`src/rtl/assert_macros.svh`:
```
// Assertion macros used by the page frame allocator RTL.
`ifndef ASSERT_MACROS_SVH
`define ASSERT_MACROS_SVH

// Checks a condition that must hold at every rising clock edge outside reset.
`define PFA_ASSERT(lbl, expr, msg) \
  lbl: assert property (@(posedge clk_i) disable iff (!rst_ni) (expr)) else $error(msg);

// Checks that a consequent holds whenever its antecedent holds.
`define PFA_ASSERT_IMPL(lbl, ante, cons, msg) \
  lbl: assert property (@(posedge clk_i) disable iff (!rst_ni) (ante) |-> (cons)) \
    else $error(msg);

`endif

```
`src/rtl/pfa_pkg.sv`:
```
// Types and constants shared by the page frame allocator modules.
`default_nettype none

package pfa_pkg;

  localparam int unsigned FRAME_COUNT_DEF = 128;
  localparam int unsigned FRAME_SHIFT_DEF = 21;
  localparam int unsigned COUNT_W         = 8;
  localparam int unsigned ADDR_W          = 28;

  typedef enum logic {
    REQ_ALLOC = 1'b0,
    REQ_FREE  = 1'b1
  } req_type_e;

  typedef enum logic [1:0] {
    ST_OK        = 2'd0,
    ST_EMPTY_REQ = 2'd1,
    ST_NO_FRAMES = 2'd2
  } status_e;

  typedef struct packed {
    logic               req_type;
    logic [COUNT_W-1:0] page_count;
    logic [COUNT_W-1:0] chain_head;
  } req_word_t;

  typedef struct packed {
    logic [1:0]         status;
    logic [COUNT_W-1:0] first_frame;
    logic [ADDR_W-1:0]  first_address;
    logic [COUNT_W-1:0] granted;
  } rsp_word_t;

  // Summary of a finished request, handed to the response formatter.
  typedef struct packed {
    status_e status;
    logic    show_frame;
  } res_info_t;

endpackage

`default_nettype wire

```
`src/rtl/pfa_stream_if.sv`:
```
// Valid/ready channel carrying one word per handshake.
`default_nettype none

interface pfa_stream_if #(
  parameter type word_t = logic
);
  logic  valid;
  logic  ready;
  word_t data;

  modport source (output valid, output data, input ready);
  modport sink (input valid, input data, output ready);
endinterface

`default_nettype wire

```
`src/rtl/pfa_ram.sv`:
```
// Generic single-port-write, single-port-read RAM with registered read data.
`default_nettype none

module pfa_ram #(
  parameter int unsigned WIDTH = 8,
  parameter int unsigned DEPTH = 128,
  localparam int unsigned AW   = (DEPTH > 1) ? $clog2(DEPTH) : 1
) (
  input  logic             clk_i,
  input  logic             we_i,
  input  logic [AW-1:0]    waddr_i,
  input  logic [WIDTH-1:0] wdata_i,
  input  logic             re_i,
  input  logic [AW-1:0]    raddr_i,
  output logic [WIDTH-1:0] rdata_o
);

  logic [WIDTH-1:0] mem_q [DEPTH];
  logic [WIDTH-1:0] rdata_q;

  always_ff @(posedge clk_i) begin
    if (we_i) begin
      mem_q[waddr_i] <= wdata_i;
    end
    if (re_i) begin
      rdata_q <= mem_q[raddr_i];
    end
  end

  assign rdata_o = rdata_q;

endmodule

`default_nettype wire

```
`src/rtl/pfa_fmt.sv`:
```
// Builds the response word: status, frame index, byte address and grant count.
`default_nettype none

module pfa_fmt import pfa_pkg::*; #(
  parameter int unsigned FRAME_COUNT = FRAME_COUNT_DEF,
  parameter int unsigned FRAME_SHIFT = FRAME_SHIFT_DEF,
  localparam int unsigned LW         = $clog2(FRAME_COUNT + 1)
) (
  input  res_info_t       info_i,
  input  logic [LW-1:0]   head_i,
  input  logic [LW-1:0]   granted_i,
  output rsp_word_t       word_o
);

  localparam int unsigned CW = (LW > COUNT_W) ? LW : COUNT_W;
  localparam int unsigned SW = ADDR_W + LW + FRAME_SHIFT;

  logic [CW-1:0] none_w;
  logic [CW-1:0] frame_w;
  logic [CW-1:0] grant_w;
  logic [SW-1:0] addr_w;

  assign none_w  = CW'(FRAME_COUNT);
  assign frame_w = info_i.show_frame ? CW'(head_i) : none_w;
  assign grant_w = info_i.show_frame ? CW'(granted_i) : '0;
  assign addr_w  = info_i.show_frame ?
                   {{ADDR_W{1'b0}}, head_i, {FRAME_SHIFT{1'b0}}} : '0;

  always_comb begin
    word_o               = '0;
    word_o.status        = info_i.status;
    word_o.first_frame   = frame_w[COUNT_W-1:0];
    word_o.first_address = addr_w[ADDR_W-1:0];
    word_o.granted       = grant_w[COUNT_W-1:0];
  end

endmodule

`default_nettype wire

```
`src/rtl/page_frame_free_list_allocator.sv`:
```
// Page frame allocator: free list of fixed-size frames kept in a link RAM.
//
// Requests arrive on req_i (valid/ready); one response word leaves on rsp_o
// for every accepted request word. An allocate detaches up to page_count
// frames from the head of the free list; a free splices the chain that
// starts at chain_head in front of the free list.
//
// After reset the link RAM is initialized one entry per cycle, so req_i.ready
// stays low until every entry of the link RAM is written.
// A request that is rejected, or finds no free frame, goes from acceptance
// straight to the final step that loads the response register. An allocate
// granting n frames, or a free of an n-frame chain, walks n links, at most
// FRAME_COUNT: the walk follows one link per cycle through the single read
// port of the link RAM. One request is in progress at a time, and the next
// one is taken only after the response register loads.
//
// The response sits in an output register; a new request is accepted while
// it waits. A request that finishes while the receiver stalls holds in its
// last step until the output register frees up.
`default_nettype none
`include "assert_macros.svh"

module page_frame_free_list_allocator import pfa_pkg::*; #(
  parameter int unsigned FRAME_COUNT = FRAME_COUNT_DEF,
  parameter int unsigned FRAME_SHIFT = FRAME_SHIFT_DEF
) (
  input  logic          clk_i,
  input  logic          rst_ni,
  pfa_stream_if.sink    req_i,
  pfa_stream_if.source  rsp_o
);

  localparam int unsigned IW = (FRAME_COUNT > 1) ? $clog2(FRAME_COUNT) : 1;
  localparam int unsigned LW = $clog2(FRAME_COUNT + 1);
  localparam int unsigned CW = (LW > COUNT_W) ? LW : COUNT_W;

  typedef enum logic [3:0] {
    S_INIT = 4'b0001,
    S_IDLE = 4'b0010,
    S_WALK = 4'b0100,
    S_FIN  = 4'b1000
  } state_e;

  state_e        state_q, state_d;
  logic [IW-1:0] init_idx_q, init_idx_d;
  logic [LW-1:0] free_head_q, free_head_d;
  logic [IW-1:0] cur_q, cur_d;
  logic [LW-1:0] cnt_q, cnt_d;
  logic [LW-1:0] nxt_q, nxt_d;
  logic          alloc_q, alloc_d;
  logic [CW-1:0] count_q, count_d;
  logic [IW-1:0] chain_q, chain_d;
  status_e       status_q, status_d;
  logic          out_valid_q, out_valid_d;
  rsp_word_t     out_word_q;

  logic          ram_we;
  logic [IW-1:0] ram_waddr;
  logic [LW-1:0] ram_wdata;
  logic          ram_re;
  logic [IW-1:0] ram_raddr;
  logic [LW-1:0] link;

  logic          acc;
  logic          out_free;
  logic          load_out;
  logic [CW-1:0] count_w;
  logic [CW-1:0] chain_w;
  logic          head_is_frame;
  logic          chain_is_frame;
  logic          link_is_frame;
  logic          nxt_is_frame;
  logic          walk_more;
  res_info_t     info;
  rsp_word_t     fmt_word;

  pfa_ram #(
    .WIDTH (LW),
    .DEPTH (FRAME_COUNT)
  ) u_link_ram (
    .clk_i   (clk_i),
    .we_i    (ram_we),
    .waddr_i (ram_waddr),
    .wdata_i (ram_wdata),
    .re_i    (ram_re),
    .raddr_i (ram_raddr),
    .rdata_o (link)
  );

  assign req_i.ready = (state_q == S_IDLE);
  assign acc         = req_i.valid && req_i.ready;
  assign out_free    = !out_valid_q || rsp_o.ready;

  assign count_w        = CW'(req_i.data.page_count);
  assign chain_w        = CW'(req_i.data.chain_head);
  assign head_is_frame  = free_head_q < LW'(FRAME_COUNT);
  assign chain_is_frame = chain_w < CW'(FRAME_COUNT);
  assign link_is_frame  = link < LW'(FRAME_COUNT);
  assign nxt_is_frame   = nxt_q < LW'(FRAME_COUNT);

  // Follow another link only while it is a real frame, the walk bound is not
  // reached and, for an allocate, more frames are still wanted.
  assign walk_more = link_is_frame && (cnt_q < LW'(FRAME_COUNT)) &&
                     (!alloc_q || (CW'(cnt_q) < count_q));

  always_comb begin
    state_d     = state_q;
    init_idx_d  = init_idx_q;
    free_head_d = free_head_q;
    cur_d       = cur_q;
    cnt_d       = cnt_q;
    nxt_d       = nxt_q;
    alloc_d     = alloc_q;
    count_d     = count_q;
    chain_d     = chain_q;
    status_d    = status_q;
    ram_we      = 1'b0;
    ram_waddr   = '0;
    ram_wdata   = '0;
    ram_re      = 1'b0;
    ram_raddr   = '0;
    load_out    = 1'b0;

    unique case (state_q)
      S_INIT: begin
        ram_we     = 1'b1;
        ram_waddr  = init_idx_q;
        ram_wdata  = LW'(init_idx_q) + LW'(1);
        init_idx_d = init_idx_q + 1'b1;
        if (init_idx_q == IW'(FRAME_COUNT - 1)) begin
          state_d = S_IDLE;
        end
      end
      S_IDLE: begin
        if (acc) begin
          alloc_d = (req_i.data.req_type == REQ_ALLOC);
          count_d = count_w;
          chain_d = chain_w[IW-1:0];
          cnt_d   = LW'(1);
          if (req_i.data.req_type == REQ_ALLOC) begin
            if (count_w == '0) begin
              status_d = ST_EMPTY_REQ;
              state_d  = S_FIN;
            end else if (!head_is_frame) begin
              status_d = ST_NO_FRAMES;
              state_d  = S_FIN;
            end else begin
              status_d  = ST_OK;
              ram_re    = 1'b1;
              ram_raddr = free_head_q[IW-1:0];
              cur_d     = free_head_q[IW-1:0];
              state_d   = S_WALK;
            end
          end else begin
            if (!chain_is_frame) begin
              status_d = ST_EMPTY_REQ;
              state_d  = S_FIN;
            end else begin
              status_d  = ST_OK;
              ram_re    = 1'b1;
              ram_raddr = chain_w[IW-1:0];
              cur_d     = chain_w[IW-1:0];
              state_d   = S_WALK;
            end
          end
        end
      end
      S_WALK: begin
        if (walk_more) begin
          ram_re    = 1'b1;
          ram_raddr = link[IW-1:0];
          cur_d     = link[IW-1:0];
          cnt_d     = cnt_q + LW'(1);
        end else begin
          nxt_d   = link;
          state_d = S_FIN;
        end
      end
      S_FIN: begin
        if (out_free) begin
          load_out = 1'b1;
          state_d  = S_IDLE;
          if (status_q == ST_OK) begin
            ram_we    = 1'b1;
            ram_waddr = cur_q;
            if (alloc_q) begin
              // The last granted frame ends the caller's chain.
              ram_wdata   = LW'(FRAME_COUNT);
              free_head_d = nxt_is_frame ? nxt_q : LW'(FRAME_COUNT);
            end else begin
              ram_wdata   = free_head_q;
              free_head_d = LW'(chain_q);
            end
          end
        end
      end
      default: begin
        state_d = S_INIT;
      end
    endcase
  end

  assign info.status     = status_q;
  assign info.show_frame = alloc_q && (status_q == ST_OK);

  pfa_fmt #(
    .FRAME_COUNT (FRAME_COUNT),
    .FRAME_SHIFT (FRAME_SHIFT)
  ) u_fmt (
    .info_i    (info),
    .head_i    (free_head_q),
    .granted_i (cnt_q),
    .word_o    (fmt_word)
  );

  assign out_valid_d = load_out || (out_valid_q && !rsp_o.ready);

  always_ff @(posedge clk_i or negedge rst_ni) begin
    if (!rst_ni) begin
      state_q     <= S_INIT;
      init_idx_q  <= '0;
      free_head_q <= '0;
      cnt_q       <= '0;
      alloc_q     <= 1'b0;
      status_q    <= ST_OK;
      out_valid_q <= 1'b0;
    end else begin
      state_q     <= state_d;
      init_idx_q  <= init_idx_d;
      free_head_q <= free_head_d;
      cnt_q       <= cnt_d;
      alloc_q     <= alloc_d;
      status_q    <= status_d;
      out_valid_q <= out_valid_d;
    end
  end

  always_ff @(posedge clk_i) begin
    cur_q   <= cur_d;
    nxt_q   <= nxt_d;
    count_q <= count_d;
    chain_q <= chain_d;
    if (load_out) begin
      out_word_q <= fmt_word;
    end
  end

  assign rsp_o.valid = out_valid_q;
  assign rsp_o.data  = out_word_q;

  `PFA_ASSERT(a_head_range, free_head_q <= LW'(FRAME_COUNT), "free head out of range")
  `PFA_ASSERT(a_walk_bound, cnt_q <= LW'(FRAME_COUNT), "walk count exceeds frame count")
  `PFA_ASSERT_IMPL(a_no_write_on_accept, ram_we, !acc, "link write collides with accept")
  `PFA_ASSERT_IMPL(a_walk_no_write, state_q == S_WALK, !ram_we, "link write during walk")

endmodule

`default_nettype wire

```
`src/flat_wrapper.sv`:
```
// flat-port wrapper written by rule: the top's interface ports become plain ports
module page_frame_free_list_allocator_flat import pfa_pkg::*;
#(
  parameter int unsigned FRAME_COUNT = FRAME_COUNT_DEF,
  parameter int unsigned FRAME_SHIFT = FRAME_SHIFT_DEF
)
  (clk_i, rst_ni, req_i_valid, req_i_data, req_i_ready, rsp_o_valid, rsp_o_data, rsp_o_ready);
  pfa_stream_if #(.word_t(req_word_t)) req_i_i ();
  pfa_stream_if #(.word_t(rsp_word_t)) rsp_o_i ();
  input  logic clk_i;
  input  logic rst_ni;
  input wire logic [$bits(req_i_i.valid)-1:0] req_i_valid;
  input wire logic [$bits(req_i_i.data)-1:0] req_i_data;
  output wire logic [$bits(req_i_i.ready)-1:0] req_i_ready;
  output wire logic [$bits(rsp_o_i.valid)-1:0] rsp_o_valid;
  output wire logic [$bits(rsp_o_i.data)-1:0] rsp_o_data;
  input wire logic [$bits(rsp_o_i.ready)-1:0] rsp_o_ready;
  assign req_i_i.valid = req_i_valid;
  assign req_i_i.data = req_i_data;
  assign req_i_ready = req_i_i.ready;
  assign rsp_o_valid = rsp_o_i.valid;
  assign rsp_o_data = rsp_o_i.data;
  assign rsp_o_i.ready = rsp_o_ready;
  page_frame_free_list_allocator #(.FRAME_COUNT(FRAME_COUNT), .FRAME_SHIFT(FRAME_SHIFT)) u_core (.clk_i(clk_i), .rst_ni(rst_ni), .req_i(req_i_i), .rsp_o(rsp_o_i));
endmodule
```
`config.mk`:
```
export PLATFORM = sky130hd
export DESIGN_NAME = page_frame_free_list_allocator_flat
export DESIGN_NICKNAME = d
export VERILOG_FILES = /design/src/rtl/pfa_pkg.sv /design/src/rtl/pfa_stream_if.sv /design/src/rtl/pfa_ram.sv /design/src/rtl/pfa_fmt.sv /design/src/rtl/page_frame_free_list_allocator.sv /design/src/flat_wrapper.sv
export VERILOG_INCLUDE_DIRS = /design/src /design/src/rtl
export SDC_FILE = /design/constraint.sdc
export NUM_CORES = 1
export LEC_CHECK = 0
export ABC_AREA = 1
export BUFFER_PORTS_ARGS = -buffer_cell sky130_fd_sc_hd__buf_4
export CORE_MARGIN = 2
export CORE_UTILIZATION = 26
export DETAILED_ROUTE_END_ITERATION = 16
export GPL_TIMING_DRIVEN = 0
export HOLD_SLACK_MARGIN = 0.1
export PLACE_DENSITY = 0.38
export SYNTH_ARGS = -nofsm -noshare
export SYNTH_HDL_FRONTEND = slang
export SYNTH_SLANG_ARGS = --single-unit
```
`constraint.sdc`:
```
create_clock -name clk_i -period 13.85 [get_ports clk_i]
set_input_delay 4.155 -clock clk_i [delete_from_list [all_inputs] [get_ports clk_i]]
set_output_delay 4.155 -clock clk_i [all_outputs]
set_load 0.05 [all_outputs]
```
==> impl_metrics.ini <==
[worst_setup_path]
cp_max_fo = 10
crit_type = in -> reg
reg2reg_depth = 7
timing.rr.start = u_core.state_q[1]
required_ns = 14.22
endpoint_kind = flop
startpoint_type = input port
r2r-end = u_core.u_link_ram.mem_q[30][7]
r2r_slack_ns = 8.73
startpoint = rsp_o_ready
arrival_ns = 8.39

[power]
seqPwrFrac_pct = 44.9
clkPwrFrac_pct = 36.8
internal-power_uw = 6590
ir_worst_vdd_mv = 0.140
p_per_area_nw_per_um2 = 161
p_comb_share_pct = 18.3
switching_share_pct = 30.1
p_leak_uw = 0.0227
switching_power_uw = 2830

[detailed_routing]
wl_per_cell_um = 27.2
drt-initial-drc-count = 3875
ant_nets = 0
drt-pass1-iter-count = 6
wl_um = 204000
vias = 36100
remaining_drc_errors = 0
vias_per_cell = 4.81

[global_route]
met1_usage_pct = 29.6
grt_util_all_layers_pct = 20.7
grt-ovfl-total = 0
antenna_found_initial = 8
grt_pass1_vias = 33900
grt_pass1_wl_um = 279000
grt_busiest_layer = met2
gr-usage-met2_pct = 32.2
grt_max_degree = 36
met3_usage_pct = 3.15

[clock_network]
htreeDepth = 4
cts_buffer_depth = 3
post_cts_buffers = 0
cts_tree = done
cts_hold_buf = 0
clock-root-buffer = clkbuf_16
cts_resized = 0
insertion_delay_ns = 0.79
cts_made_buffers = 136
cts.clk_slew.worst_paths_ns = 0.06
cts_sinks = 1111

[sta]
worst_pin_slew_ns = 1.52
skew_ns = 0.0366
hold_viol = 0
period_share_pct = 57.8
relSlewSlack_pct = -1.22
timing.fmax_ghz = 0.125
rsz0062_at_grt = no
finalMaxSlewViolations = 11
fin_crit_ns = 8.01
finalSetupTns_ns = 0
postLayoutSetupSlackWorst_ns = 5.84
setup_viol = 0

[place]
gp_congestion = 0.889
port_buffers = 47
dp_worst_setup_slack_ns = 5.29
dpl.hpwl_um = 145000

[die]
num_rows = 160
fp.dieH_um = 441
die_x_um = 441
core_area_um2 = 190000
design.die.area_um2 = 195000
initial_core_util_pct = 26.2
ioPinCount = 69

[worst_hold_path]
whs_endpoint = u_core.nxt_q[5]
hold_depth = 0
min_from = u_core.u_link_ram.rdata_o[5]
worst_hold_path_type = reg -> reg

[final_layout]
fillers = 19600
nets = 4910
syn_to_final_growth_pct = 18.2
drive_gt1_share_pct = 10.6

[synthesis]
synth_edf_count = 1080
yosys.area.top_type = edfxtp_1
ys.flop_type = edfxtp_1
synth_cell_types = 37
synth_most_common_cell = edfxtp_1
synthTopCellsByCount = edfxtp_1 (1080), nand3_1 (1077), nand2_1 (746)
postSynthAreaPerCell_um2 = 10.8
netlist_area_um2 = 49700
synth.top_cells.by_area = edfxtp_1 (65%), nand3_1 (11%), nand2_1 (5.6%)
synth_top_area_share_pct = 65.3
yosysWarnings = 0
synthCells = 4616
seq_area_frac_synth_pct = 66.8
async_reset_ff_share_pct = 2.79
ys_seq_elements = 1111

[status]
status = complete, but fails checks
violations = capacitance limit, slew limit

[flow_run]
maxCapViolCount = 1
==> per-stage QoR <==
| stage | area [µm²] | total power (µW) | hold slack, ns | util, % | std cells |
|---|---|---|---|---|---|
| after detailed placement | 54500 | 6030 | 0.454 | 28.7 | 7252 |
| after global routing | 58700 | 9700 | 0.462 | 30.9 | 7501 |
| after global placement | 53300 | 6090 | 0.436 | 28.0 | 7194 |
| after CTS | 58700 | 9480 | 0.451 | 30.9 | 7500 |
| final | 58700 | 9430 | 0.465 | 30.9 | 7503 |
| after floorplan | 49800 | 5070 | 0.426 | - | 4636 |
==> layer usage <==
| metal | share of wire (%) | up-vias |
|---|---|---|
| met4 | 2.9 | 0 |
| met1 | 46 | 18200 |
| met3 | 6.3 | 300 |
| li1 | - | 16200 |
| met5 | 0 | - |
| met2 | 45 | 1361 |
==> worst max-delay path by stage <==
stage	cells after the start	end	slack, ns
3_5_place_dp	9	u_core.u_link_ram.mem_q[54][6]	5.29
4_1_cts	9	u_core.u_link_ram.mem_q[29][2]	6.09
3_3_place_gp	8	u_core.u_link_ram.mem_q[57][1]	-12.12
6_report	9	u_core.u_link_ram.mem_q[30][7]	5.84
2_1_floorplan	7	u_core.u_link_ram.mem_q[0][1]	1.98
5_1_grt	9	u_core.u_link_ram.mem_q[30][4]	6.01
==> power by group through the flow <==
stage | sequential [µW] | combinational (µW) | clock [µW]
floorplan | 4420 | 652 | 0
global placement | 4690 | 1400 | 0
detailed placement | 4310 | 1720 | 0
CTS | 4240 | 1730 | 3520
global route | 4250 | 1820 | 3640
finish | 4240 | 1730 | 3470
==> layout by cell type (no fill, tap or decap), types with 4 or more instances in the layout <==
cell and n:
buf_4 86, buf_2 160, clkbuf_16 140, a22oi_1 5
nand3_1 1077, conb_1 21, a21oi_1 12, inv_6 6
clkinv_1 28, nand2_1 746, nor3b_1 4, o211ai_1 16
inv_2 7, dfrtp_1 30, clkinvlp_4 4, buf_16 14
buf_8 18, nor2_1 173, nor2_2 9, ha_1 9
o22ai_1 4, nand3b_1 338, bufinv_16 6, inv_1 724
clkbuf_1 67, buf_12 22, o21ai_0 36, edfxtp_1 1080
o21ai_4 5, buf_1 72, o21ai_1 4, nor3_1 6
clkinv_2 29
==> cell type report <==
type                    instances  area [µm²]  share of cell area [%]
clock inverters                75         563                   0.959
well taps                    2511        3140                    5.35
diodes                          2        5.00                 0.00852
clock buffers                 173        3650                    6.21
repair buffers                106        1500                    2.55
inverters                     733        2750                    4.68
plain buffers                 307        1490                    2.54
flip-flops and latches       1111       33200                    56.5
multi-input cells            2485       12400                    21.2
==> registers in the layout (all words and copies together) (netlist names) <==
signal,count
u_core.cnt_q,8
u_core.alloc_q,1
u_core.init_idx_q,7
u_core.status_q,2
u_core.u_link_ram.mem_q,1024
u_core.chain_q,7
u_core.u_link_ram.rdata_o,8
u_core.rsp_o.valid,1
u_core.count_q,8
u_core.rsp_o.data,18
u_core.free_head_q,8
u_core.nxt_q,8
u_core.cur_q,7
u_core.state_q,4
==> worst max-delay path, cell delays in order <==
cell     delay (ns)
buf_4          0.11
nor2_1         0.23
nor2_2         0.12
nand2_1        0.19
inv_1          0.14
a22oi_1        0.74
nand3_1        0.85
buf_2          0.62
nor2_1         1.18
==> cell families (layout without fill, tap and decap cells) <==
kind of cell,count (synthesis),after routing,synth area share (%)
flip-flops,1111,1111,66.8
multiplexers,1,1,0.0227
AO/OA/AOI/OAI,91,91,1.07
buffers and inverters,1040,1394,8.54
XOR/XNOR,1,1,0.0176
adder cells (fa/ha/maj),9,9,0.227
AND/OR/NAND/NOR,2362,2362,23.3
other,1,23,0.00755
No activity file was read; power rests on OpenSTA's default activity.
